### src/design/rexb_pkg.sv
// Shared types, constants and codes for the randomized exponential backoff engine.
package rexb_pkg;

	localparam int INTERVAL_BITS = 24;
	localparam int FRACTION_BITS = 8;
	localparam int ELAPSED_BITS  = 32;
	localparam int RAND_BITS     = 16;
	localparam int CFG_DATA_BITS = 32;
	localparam int CFG_IDX_BITS  = 3;

	localparam int MULT_BITS = FRACTION_BITS + 4;
	localparam int WAIT_BITS = INTERVAL_BITS + 1;
	localparam int DQ_BITS   = INTERVAL_BITS + FRACTION_BITS;
	localparam int GROW_BITS = INTERVAL_BITS + MULT_BITS;
	localparam int SPAN_RAW  = INTERVAL_BITS + FRACTION_BITS + 1;
	localparam int SPAN_BITS = (SPAN_RAW > RAND_BITS + 1) ? SPAN_RAW : RAND_BITS + 1;
	localparam int SPAN_HI_BITS = SPAN_BITS - RAND_BITS;

	localparam int MUL_A_BITS = (INTERVAL_BITS > SPAN_HI_BITS) ? INTERVAL_BITS : SPAN_HI_BITS;
	localparam int MUL_B_BITS = (MULT_BITS > RAND_BITS) ? MULT_BITS : RAND_BITS;
	localparam int PROD_BITS  = MUL_A_BITS + MUL_B_BITS;

	localparam logic [INTERVAL_BITS-1:0] INITIAL_RESET = INTERVAL_BITS'(500);
	localparam logic [INTERVAL_BITS-1:0] MAX_INT_RESET = INTERVAL_BITS'(60000);
	localparam logic [ELAPSED_BITS-1:0]  MAX_ELA_RESET = ELAPSED_BITS'(900000);
	localparam logic [MULT_BITS-1:0]     MULT_RESET    = MULT_BITS'(384);
	localparam logic [FRACTION_BITS-1:0] FACTOR_RESET  = FRACTION_BITS'(128);

	typedef enum logic [1:0] {
		MODE_TICK    = 2'd0,
		MODE_REQUEST = 2'd1,
		MODE_RESTART = 2'd2
	} mode_t;

	typedef enum logic [CFG_IDX_BITS-1:0] {
		CFG_INITIAL_INTERVAL = 3'd0,
		CFG_MAX_INTERVAL     = 3'd1,
		CFG_MAX_ELAPSED      = 3'd2,
		CFG_MULTIPLIER       = 3'd3,
		CFG_RANDOM_FACTOR    = 3'd4
	} cfg_index_t;

	typedef enum logic [2:0] {
		ST_IDLE,
		ST_DQ,
		ST_SPAN,
		ST_HI,
		ST_LO,
		ST_FIN
	} state_t;

	typedef struct packed {
		logic [1:0]           mode;
		logic [RAND_BITS-1:0] random_fraction;
	} item_t;

	typedef struct packed {
		logic [WAIT_BITS-1:0]     wait_millis;
		logic [INTERVAL_BITS-1:0] next_interval;
		logic                     elapsed_expired;
	} result_t;

	typedef struct packed {
		logic                  en;
		logic [MUL_A_BITS-1:0] a;
		logic [MUL_B_BITS-1:0] b;
	} mul_op_t;

endpackage

### src/design/rexb_mul.sv
// Shared unsigned multiplier with a registered product.
module rexb_mul (
	input  logic                            clk,
	input  rexb_pkg::mul_op_t               op,
	output logic [rexb_pkg::PROD_BITS-1:0]  prod_q
);
	import rexb_pkg::*;

	// Hold the product until the sequencer issues the next operation.
	always_ff @(posedge clk) begin
		if (op.en) begin
			prod_q <= PROD_BITS'(op.a) * PROD_BITS'(op.b);
		end
	end

endmodule

### src/design/randomized_exponential_backoff_top.sv
// Top level of the randomized exponential backoff engine: sequencer, state and result register.
//
// Each transfer on the item channel is a one-millisecond tick, a restart or a request for the
// next retry wait, and each one yields exactly one result transfer. Ticks, restarts, the unused
// mode code and requests made after the elapsed limit has passed finish in the accept cycle:
// the result is registered at that edge and a new item can be taken on the next cycle, provided
// the result register is empty or its result transfers at that same edge. A live request
// occupies the block from its accept edge through ST_DQ, ST_SPAN, ST_HI, ST_LO and ST_FIN to the
// edge that registers its result, and the next item is taken only after that, as its four products
// (factor times interval, multiplier times interval, and the random fraction times the upper and
// lower halves of the spread) all pass one by one through a single registered multiplier; the
// item channel stalls during that time and again if the result register is still occupied when
// the wait is ready. The wait is drawn from [I - d, I + d + 1) with d = factor * I in Q.8 fixed
// point, truncated, and the interval then grows by the Q4.8 multiplier, clamped to the maximum.
// Configuration writes are always ready and take effect on the next item; writing the initial
// interval affects the current interval only at the next restart.
module randomized_exponential_backoff_top (
	input  logic                                clk,
	input  logic                                arst_n,
	input  logic                                item_valid,
	output logic                                item_stall,
	input  rexb_pkg::item_t                     item,
	output logic                                result_valid,
	input  logic                                result_stall,
	output rexb_pkg::result_t                   result,
	input  logic                                cfg_valid,
	output logic                                cfg_ready,
	input  logic [rexb_pkg::CFG_IDX_BITS-1:0]   cfg_index,
	input  logic [rexb_pkg::CFG_DATA_BITS-1:0]  cfg_data
);
	import rexb_pkg::*;

	// Configuration registers
	logic [INTERVAL_BITS-1:0] init_q;
	logic [INTERVAL_BITS-1:0] max_int_q;
	logic [ELAPSED_BITS-1:0]  max_ela_q;
	logic [MULT_BITS-1:0]     mult_q;
	logic [FRACTION_BITS-1:0] factor_q;

	// Architectural state
	logic [INTERVAL_BITS-1:0] cur_q;
	logic [ELAPSED_BITS-1:0]  elapsed_q;

	// Sequencer and request working registers
	state_t                   state_q, state_d;
	logic [RAND_BITS-1:0]     rand_q;
	logic [DQ_BITS-1:0]       lo_q;
	logic [SPAN_BITS-1:0]     span_q;
	logic [SPAN_BITS-1:0]     acc_q;

	// Result register
	result_t                  result_q;
	logic                     result_valid_q;

	// Shared multiplier
	mul_op_t                  mul_op;
	logic [PROD_BITS-1:0]     prod_q;

	// Combinational helpers
	logic                     out_free;
	logic                     accept;
	logic                     load_out;
	result_t                  out_d;
	logic [ELAPSED_BITS-1:0]  elapsed_inc;
	logic                     expired_now;
	logic [DQ_BITS-1:0]       dq;
	logic [SPAN_BITS-1:0]     scaled;
	logic                     clamp;

	rexb_mul u_mul (
		.clk    (clk),
		.op     (mul_op),
		.prod_q (prod_q)
	);

	assign cfg_ready    = 1'b1;
	assign result_valid = result_valid_q;
	assign result       = result_q;

	// The result register is free when empty or being drained this cycle.
	assign out_free    = !result_valid_q || !result_stall;
	assign accept      = item_valid && !item_stall;
	assign elapsed_inc = (elapsed_q != '1) ? elapsed_q + ELAPSED_BITS'(1) : elapsed_q;
	assign expired_now = elapsed_q > max_ela_q;

	// Product views: dq lives in the product after ST_DQ, the growth product after ST_SPAN,
	// and the low spread term after ST_LO.
	assign dq     = prod_q[DQ_BITS-1:0];
	assign clamp  = prod_q[GROW_BITS-1:0] >= GROW_BITS'({max_int_q, FRACTION_BITS'(0)});
	assign scaled = acc_q + SPAN_BITS'(prod_q[RAND_BITS +: RAND_BITS]);

	// Next state, handshake and multiplier operand selection
	always_comb begin
		state_d    = state_q;
		item_stall = 1'b1;
		load_out   = 1'b0;
		mul_op     = '0;
		out_d      = '0;
		unique case (state_q)
			ST_IDLE: begin
				item_stall = !out_free;
				if (item_valid && out_free) begin
					unique case (mode_t'(item.mode))
						MODE_TICK: begin
							load_out              = 1'b1;
							out_d.next_interval   = cur_q;
							out_d.elapsed_expired = elapsed_inc > max_ela_q;
						end
						MODE_RESTART: begin
							// Elapsed clears to zero, which can never exceed the limit.
							load_out            = 1'b1;
							out_d.next_interval = init_q;
						end
						MODE_REQUEST: begin
							if (expired_now) begin
								load_out              = 1'b1;
								out_d.wait_millis     = WAIT_BITS'(cur_q);
								out_d.next_interval   = cur_q;
								out_d.elapsed_expired = 1'b1;
							end else begin
								state_d = ST_DQ;
							end
						end
						default: begin
							// Unused mode code: report state, change nothing.
							load_out              = 1'b1;
							out_d.next_interval   = cur_q;
							out_d.elapsed_expired = expired_now;
						end
					endcase
				end
			end
			ST_DQ: begin
				mul_op.en = 1'b1;
				mul_op.a  = MUL_A_BITS'(cur_q);
				mul_op.b  = MUL_B_BITS'(factor_q);
				state_d   = ST_SPAN;
			end
			ST_SPAN: begin
				// Spread terms are latched from dq while the growth product is formed.
				mul_op.en = 1'b1;
				mul_op.a  = MUL_A_BITS'(cur_q);
				mul_op.b  = MUL_B_BITS'(mult_q);
				state_d   = ST_HI;
			end
			ST_HI: begin
				mul_op.en = 1'b1;
				mul_op.a  = MUL_A_BITS'(span_q[SPAN_BITS-1:RAND_BITS]);
				mul_op.b  = MUL_B_BITS'(rand_q);
				state_d   = ST_LO;
			end
			ST_LO: begin
				mul_op.en = 1'b1;
				mul_op.a  = MUL_A_BITS'(span_q[RAND_BITS-1:0]);
				mul_op.b  = MUL_B_BITS'(rand_q);
				state_d   = ST_FIN;
			end
			ST_FIN: begin
				// Hold the finished wait until the result register frees up.
				if (out_free) begin
					load_out            = 1'b1;
					out_d.wait_millis   = scaled[FRACTION_BITS +: WAIT_BITS];
					out_d.next_interval = cur_q;
					state_d             = ST_IDLE;
				end
			end
			default: begin
				state_d = ST_IDLE;
			end
		endcase
	end

	always_ff @(posedge clk or negedge arst_n) begin
		if (!arst_n) begin
			state_q <= ST_IDLE;
		end else begin
			state_q <= state_d;
		end
	end

	// Configuration registers: mask each write to the register width.
	always_ff @(posedge clk or negedge arst_n) begin
		if (!arst_n) begin
			init_q    <= INITIAL_RESET;
			max_int_q <= MAX_INT_RESET;
			max_ela_q <= MAX_ELA_RESET;
			mult_q    <= MULT_RESET;
			factor_q  <= FACTOR_RESET;
		end else if (cfg_valid && cfg_ready) begin
			unique case (cfg_index_t'(cfg_index))
				CFG_INITIAL_INTERVAL: init_q    <= cfg_data[INTERVAL_BITS-1:0];
				CFG_MAX_INTERVAL:     max_int_q <= cfg_data[INTERVAL_BITS-1:0];
				CFG_MAX_ELAPSED:      max_ela_q <= cfg_data[ELAPSED_BITS-1:0];
				CFG_MULTIPLIER:       mult_q    <= cfg_data[MULT_BITS-1:0];
				CFG_RANDOM_FACTOR:    factor_q  <= cfg_data[FRACTION_BITS-1:0];
				default: begin
				end
			endcase
		end
	end

	// Interval and elapsed counter
	always_ff @(posedge clk or negedge arst_n) begin
		if (!arst_n) begin
			cur_q     <= INITIAL_RESET;
			elapsed_q <= '0;
		end else if (accept) begin
			priority if (mode_t'(item.mode) == MODE_TICK) begin
				elapsed_q <= elapsed_inc;
			end else if (mode_t'(item.mode) == MODE_RESTART) begin
				elapsed_q <= '0;
				cur_q     <= init_q;
			end else begin
			end
		end else if (state_q == ST_HI) begin
			// Apply growth from the product formed in ST_SPAN, clamped to the ceiling.
			cur_q <= clamp ? max_int_q : prod_q[FRACTION_BITS +: INTERVAL_BITS];
		end
	end

	// Request working registers
	always_ff @(posedge clk) begin
		if (accept) begin
			rand_q <= item.random_fraction;
		end
		if (state_q == ST_SPAN) begin
			lo_q   <= {cur_q, FRACTION_BITS'(0)} - dq;
			span_q <= SPAN_BITS'({dq, 1'b0}) + (SPAN_BITS'(1) << FRACTION_BITS);
		end
		if (state_q == ST_LO) begin
			// Upper spread term is exact: fraction times high half, no truncation.
			acc_q <= SPAN_BITS'(lo_q) + prod_q[SPAN_BITS-1:0];
		end
	end

	// Result register
	always_ff @(posedge clk or negedge arst_n) begin
		if (!arst_n) begin
			result_valid_q <= 1'b0;
		end else if (load_out) begin
			result_valid_q <= 1'b1;
		end else if (!result_stall) begin
			result_valid_q <= 1'b0;
		end
	end

	always_ff @(posedge clk) begin
		if (load_out) begin
			result_q <= out_d;
		end
	end

endmodule

### config.mk
export PLATFORM = sky130hd
export DESIGN_NAME = randomized_exponential_backoff_top
export DESIGN_NICKNAME = d
export VERILOG_FILES = /design/src/design/rexb_pkg.sv /design/src/design/rexb_mul.sv /design/src/design/randomized_exponential_backoff_top.sv
export SDC_FILE = /design/constraint.sdc
export NUM_CORES = 2
export LEC_CHECK = 0
export BUFFER_PORTS_ARGS = -buffer_cell sky130_fd_sc_hd__buf_2
export CAP_MARGIN = 10
export CORE_ASPECT_RATIO = 1.4
export CORE_MARGIN = 3
export CORE_UTILIZATION = 60
export CTS_BUF_LIST = sky130_fd_sc_hd__clkbuf_2
export DETAILED_ROUTE_END_ITERATION = 8
export GPL_TIMING_DRIVEN = 0
export HOLD_SLACK_MARGIN = 0.12
export MAX_ROUTING_LAYER = met4
export PLACE_DENSITY = 0.8
export SLEW_MARGIN = 20
export SYNTH_ARGS = -nofsm -noshare
export SYNTH_HDL_FRONTEND = slang
export SYNTH_HIERARCHICAL = 1
export SYNTH_SLANG_ARGS = --single-unit
### constraint.sdc
create_clock -name clk -period 13.4 [get_ports clk]
set_clock_uncertainty 0.1 [all_clocks]
set_input_delay 3.35 -clock clk [delete_from_list [all_inputs] [get_ports clk]]
set_output_delay 3.35 -clock clk [all_outputs]
set_load 0.03 [all_outputs]
==> After elaboration in Yosys (flattened, before gate mapping) <==
Cells that the tools add are included.
W data, S select, Z words.
{ "op_classes": {"eq_ne": 19, "mux": 29, "add_sub_neg": 5, "n_lt_le_gt_ge": 3, "reduce_logical": 21, "multipliers": 1} }
{ "ops": {"columns": ["cell", "count"], "rows": [
  ["$pmux W41 S4", 1],
  ["$mux W24", 5],
  ["$mux W49", 2],
  ["$pmux W49 S2", 1],
  ["$mux W32", 3],
  ["$gt A32 B32 Y1", 2],
  ["$mux W50", 1],
  ["$pmux W24 S2", 1],
  ["$ge A36 B32 Y1", 1],
  ["$mul A24 B16 Y36", 1],
  ["$add A32 B33 Y33", 1],
  ["$add A33 B16 Y33", 1],
  ["$add A33 B9 Y33 const B", 1],
  ["$add A32 B1 Y32 const B", 1],
  ["$ne A32 B32 Y1 const B", 1],
  ["$sub A32 B32 Y32", 1],
  ["$mux W25", 1],
  ["$pmux W3 S6", 1],
  ["$reduce_and A2 Y1", 7],
  ["$eq A3 B2 Y1 const B", 4],
  ["$mux W3", 4],
  ["$eq A3 B3 Y1 const B", 3],
  ["$ne A2 B2 Y1 const B", 4],
  ["$mux W1", 7],
  ["14 further kinds", 23]
]} }
{ "word_totals": {"regBits": 360, "word_cells": 95, "out_inout_bits": 53} }

==> Logic depth before layout (Yosys ltp) <==
{ "depth": {"depth_word": 8, "depth_mapped": 30, "mapped_depth_nobuf": 26} }

==> Cells and area by module <==
Netlist, hierarchy kept.
{ "by_module_without_submodules": {"columns": ["module", "cells_each", "n_inst", "area_per_inst_um2"], "rows": [
  ["randomized_exponential_backoff_top", 1991, 1, 20051.7],
  ["rexb_mul", 1484, 1, 13658.1]
]} }

==> Worst setup path after synthesis <==
OpenSTA, ideal clock, no wires.
{ "synth_path": {"path_kind": "register to register", "from": "reg state_q[0]", "to": "reg u_mul/prod_q[33] (netlist name) (data pin)", "synth_period_minus_slack_ns": 11.960, "setup_ns": 0.180, "path_slack_ns": 1.440, "stages_incl_launch_ff": 28, "t_arrival_ns": 11.680, "t_required_ns": 13.120, "path_cell_list": "dfrtp_1 clkbuf_1 clkbuf_1 nor3b_1 a22o_1 clkbuf_1 nand2_1 fa_1 inv_1 fa_1 inv_1 fa_1 inv_1 fa_1 fa_1 inv_1 fa_1 inv_1 ha_1 buf_4 a21oi_1 o211ai_1 a211oi_2 a211oi_2 o2111ai_2 nand2_1 a2111o_1 o311ai_1"} }
{ "synth_lines": {"columns": ["element", "line", "text"], "rows": [
  ["start: declaration", "randomized_exponential_backoff_top.sv:45", "state_t state_q, state_d;"],
  ["start signal: assignment", "randomized_exponential_backoff_top.sv:177", "state_q <= state_d;"],
  ["end signal: assignment", "rexb_mul.sv:12", "prod_q <= PROD_BITS'(op.a) * PROD_BITS'(op.b);"],
  ["end: declaration", "rexb_mul.sv:5", "output logic [rexb_pkg::PROD_BITS-1:0] prod_q"]
]} }

==> impl_metrics.env <==
export IMPL_worstSetupPathType="reg2reg"
export IMPL_report_final_setup_viol=0
export IMPL_grt_first_pass_wirelength_um=147000
export IMPL_count_of_max_cap_constraint_violations=0
export IMPL_slew_violations=0
export IMPL_yosys_warnings=6
export IMPL_reg2reg_setup_slack_ns=3.35
export IMPL_timing_critical_path_to_type="register"
export IMPL_drtPass1Iterations=6
export IMPL_final_hold_violation_count=0
export IMPL_vias=26400
export IMPL_critPathLaunchType="register"
export IMPL_port_buffers=108
export IMPL_placedCellCount=4255
export IMPL_seq_area_um2=9990
export IMPL_power_density_cell_area_nw_per_um2=272
export IMPL_synthesis_nets=4034
export IMPL_clockRootBuffer="sky130_fd_sc_hd__clkbuf_2"
export IMPL_drt_first_iter_violations=2460
export IMPL_irDropWorstVdd_v=0.000179
export IMPL_rr_endpoint="u_mul/prod_q[33]$_DFFE_PP_"
export IMPL_final_core_utilization_pct=65.3
export IMPL_antenna_violating_nets_left=0
export IMPL_worst_path_most_repeated_cell="sky130_fd_sc_hd__fa_1"
export IMPL_initial_core_util_pct=60.9
export IMPL_cts_num_sinks=358
export IMPL_h_tree_depth=3
export IMPL_worst_slew_pin_transition_ns=1.15
export IMPL_grt_setup_unrepaired="no"
export IMPL_syn_inst=3411
export IMPL_timing_slew_headroom_pct=22.7
export IMPL_routed_via_density=6.00
export IMPL_reg2reg_launch_point="state_q[0]$_DFFE_PN0P_"
export IMPL_dpl_cell_area_um2=34700
export IMPL_grt_overflow=0
export IMPL_tritoncts="built"
export IMPL_fin_nets=4238
export IMPL_filler_cell_count=4501
export IMPL_clk_pin_slew_ns=0.13
export IMPL_design_portCount=111
export IMPL_fmax_ghz=0.0995
export IMPL_worstRegToRegCells=29
export IMPL_final_min_period_over_clock_period_pct=75.0
export IMPL_die_x_um=204
export IMPL_grt_antenna_before_repair=4
export IMPL_final_critical_path_setup_slack_ns=3.35
export IMPL_min_path_cells=1
export IMPL_final_power_mw=9.66
export IMPL_setup_tns_final_ns=0
export IMPL_drive_gt1_share_pct=10.8
export IMPL_routed_wl_um=95100
export IMPL_gp_routability_congestion=0.983
export IMPL_required_worst_endpoint_ns=14.07
export IMPL_cts_buffers_inserted=79
export IMPL_post_cts_setup_buffers=0
export IMPL_grt_max_degree=100
export IMPL_final_cells=4401
export IMPL_first_global_vias=27000
export IMPL_worstPathArrival_ns=10.72
export IMPL_fin_crit_ns=10.05
export IMPL_finalInstanceArea_um2=35500
export IMPL_fp_dieArea_um2=58000
export IMPL_post_place_ws_ns=3.54
export IMPL_hold_path_endpoint="mult_q[1]$_DFFE_PN0P_"
export IMPL_mappedNetlistArea_um2=33100
export IMPL_leakagePower_nw=16.2
export IMPL_grt_usage_pct=33.8
export IMPL_synth_area_per_cell_um2=9.70
export IMPL_route_detailed_drc=0
export IMPL_ctsHoldBuffers=0
export IMPL_routedWlPerCell_um=21.6
export IMPL_placementRows=101
export IMPL_core_region_area_um2=54300
export IMPL_die_h_um=284
export IMPL_finalHoldWorstSlack_ns=0.425
export IMPL_number_of_buffers_on_the_longest_clock_path=3
export IMPL_slowest_delay_ns=0.69
export IMPL_outcome="finished, final reports clean"
export IMPL_crit_fanout=16
export IMPL_multi_input_logic_area_um2=20800
export IMPL_detailedPlacementHpwl_um=75500
export IMPL_post_cts_gate_resize_count=0
export IMPL_flow_area_growth_from_synthesis_pct=7.29
export IMPL_path_type_of_the_worst_min_delay_path="reg2reg"
export IMPL_min_from="mult_q[1]$_DFFE_PN0P_"
export IMPL_critical_path_slowest_cell="sky130_fd_sc_hd__clkbuf_1"
export IMPL_clock_insertion_delay_worst_skew_ns=1.00
==> flip-flops by register name (all words and copies together) (netlist names), 12 cells and up <==
signal        count
result           50
u_mul/prod_q     36
acc_q            33
elapsed_q        32
lo_q             32
max_ela_q        32
span_q           31
cur_q            24
init_q           24
max_int_q        24
rand_q           16
mult_q           12
==> report_power, final <==
group	switching, mW	internal, mW	total (mW)
clock	0.451	0.274	0.725
sequential	0.469	1.85	2.32
combinational	4.13	2.49	6.62
total	5.05	4.61	9.66
==> final cells by class <==
class                           count  area share [%]
Antenna cell                        4          0.0282
Inverter                          460            4.86
Multi-Input combinational cell   2452            58.6
Clock buffer                      105            1.48
Buffer                            141            1.64
Timing Repair Buffer              123            2.03
Sequential cell                   358            28.1
Tap cell                          721            2.54
Clock inverter                     37           0.638
==> per-layer routing <==
layer / vias up / part of all wire [%] / GRT usage, %
li1: 11800 / - / -
met1: 12800 / 35 / 37.5
met3: 475 / 7.3 / 4.66
met2: 1283 / 49 / 56.4
met4: 0 / 8.6 / 22.9
met5: - / 0 / -
==> worst max path at each step <==
| stage | start | end | slack [ns] | cells after the start |
|---|---|---|---|---|
| after floorplan | state_q[0]$_DFFE_PN0P_ | u_mul/prod_q[33]$_DFFE_PP_ | 1.44 | 27 |
| after detailed placement | state_q[0]$_DFFE_PN0P_ | u_mul/prod_q[33]$_DFFE_PP_ | 3.54 | 29 |
| after CTS | state_q[0]$_DFFE_PN0P_ | u_mul/prod_q[33]$_DFFE_PP_ | 3.49 | 29 |
| after global placement | state_q[1]$_DFFE_PN0P_ | u_mul/prod_q[33]$_DFFE_PP_ | -2.70 | 23 |
| after global routing | state_q[0]$_DFFE_PN0P_ | u_mul/prod_q[33]$_DFFE_PP_ | 3.11 | 29 |
| final | state_q[0]$_DFFE_PN0P_ | u_mul/prod_q[33]$_DFFE_PP_ | 3.35 | 29 |
==> placed cells by master, fill, tap and decap left out, drive strengths merged, types with 28 or more instances in the layout <==
master / n
nand2: 482
inv: 462
fa: 305
ha: 260
clkbuf: 233
edfxtp: 198
and2: 197
o21ai: 179
buf: 136
dfrtp: 127
a21oi: 111
xnor2: 109
nor2: 94
nand3: 74
mux2: 70
a21o: 67
xor2: 54
a22o: 40
nand4: 37
dfstp: 33
or2: 33
clkinv: 32
and3: 28
==> critical path, delay by kind of cell, from the launching register on <==
family / cells / cell delay [ns]
and+or+nand+nor: 4 / 0.93
AOI/OAI and AO/OA: 8 / 2.60
adders and majority gates: 7 / 3.43
DFF: 1 / 0.38
buffers and inverters: 10 / 2.38
Note: power is estimated with default switching activity, not from simulation.
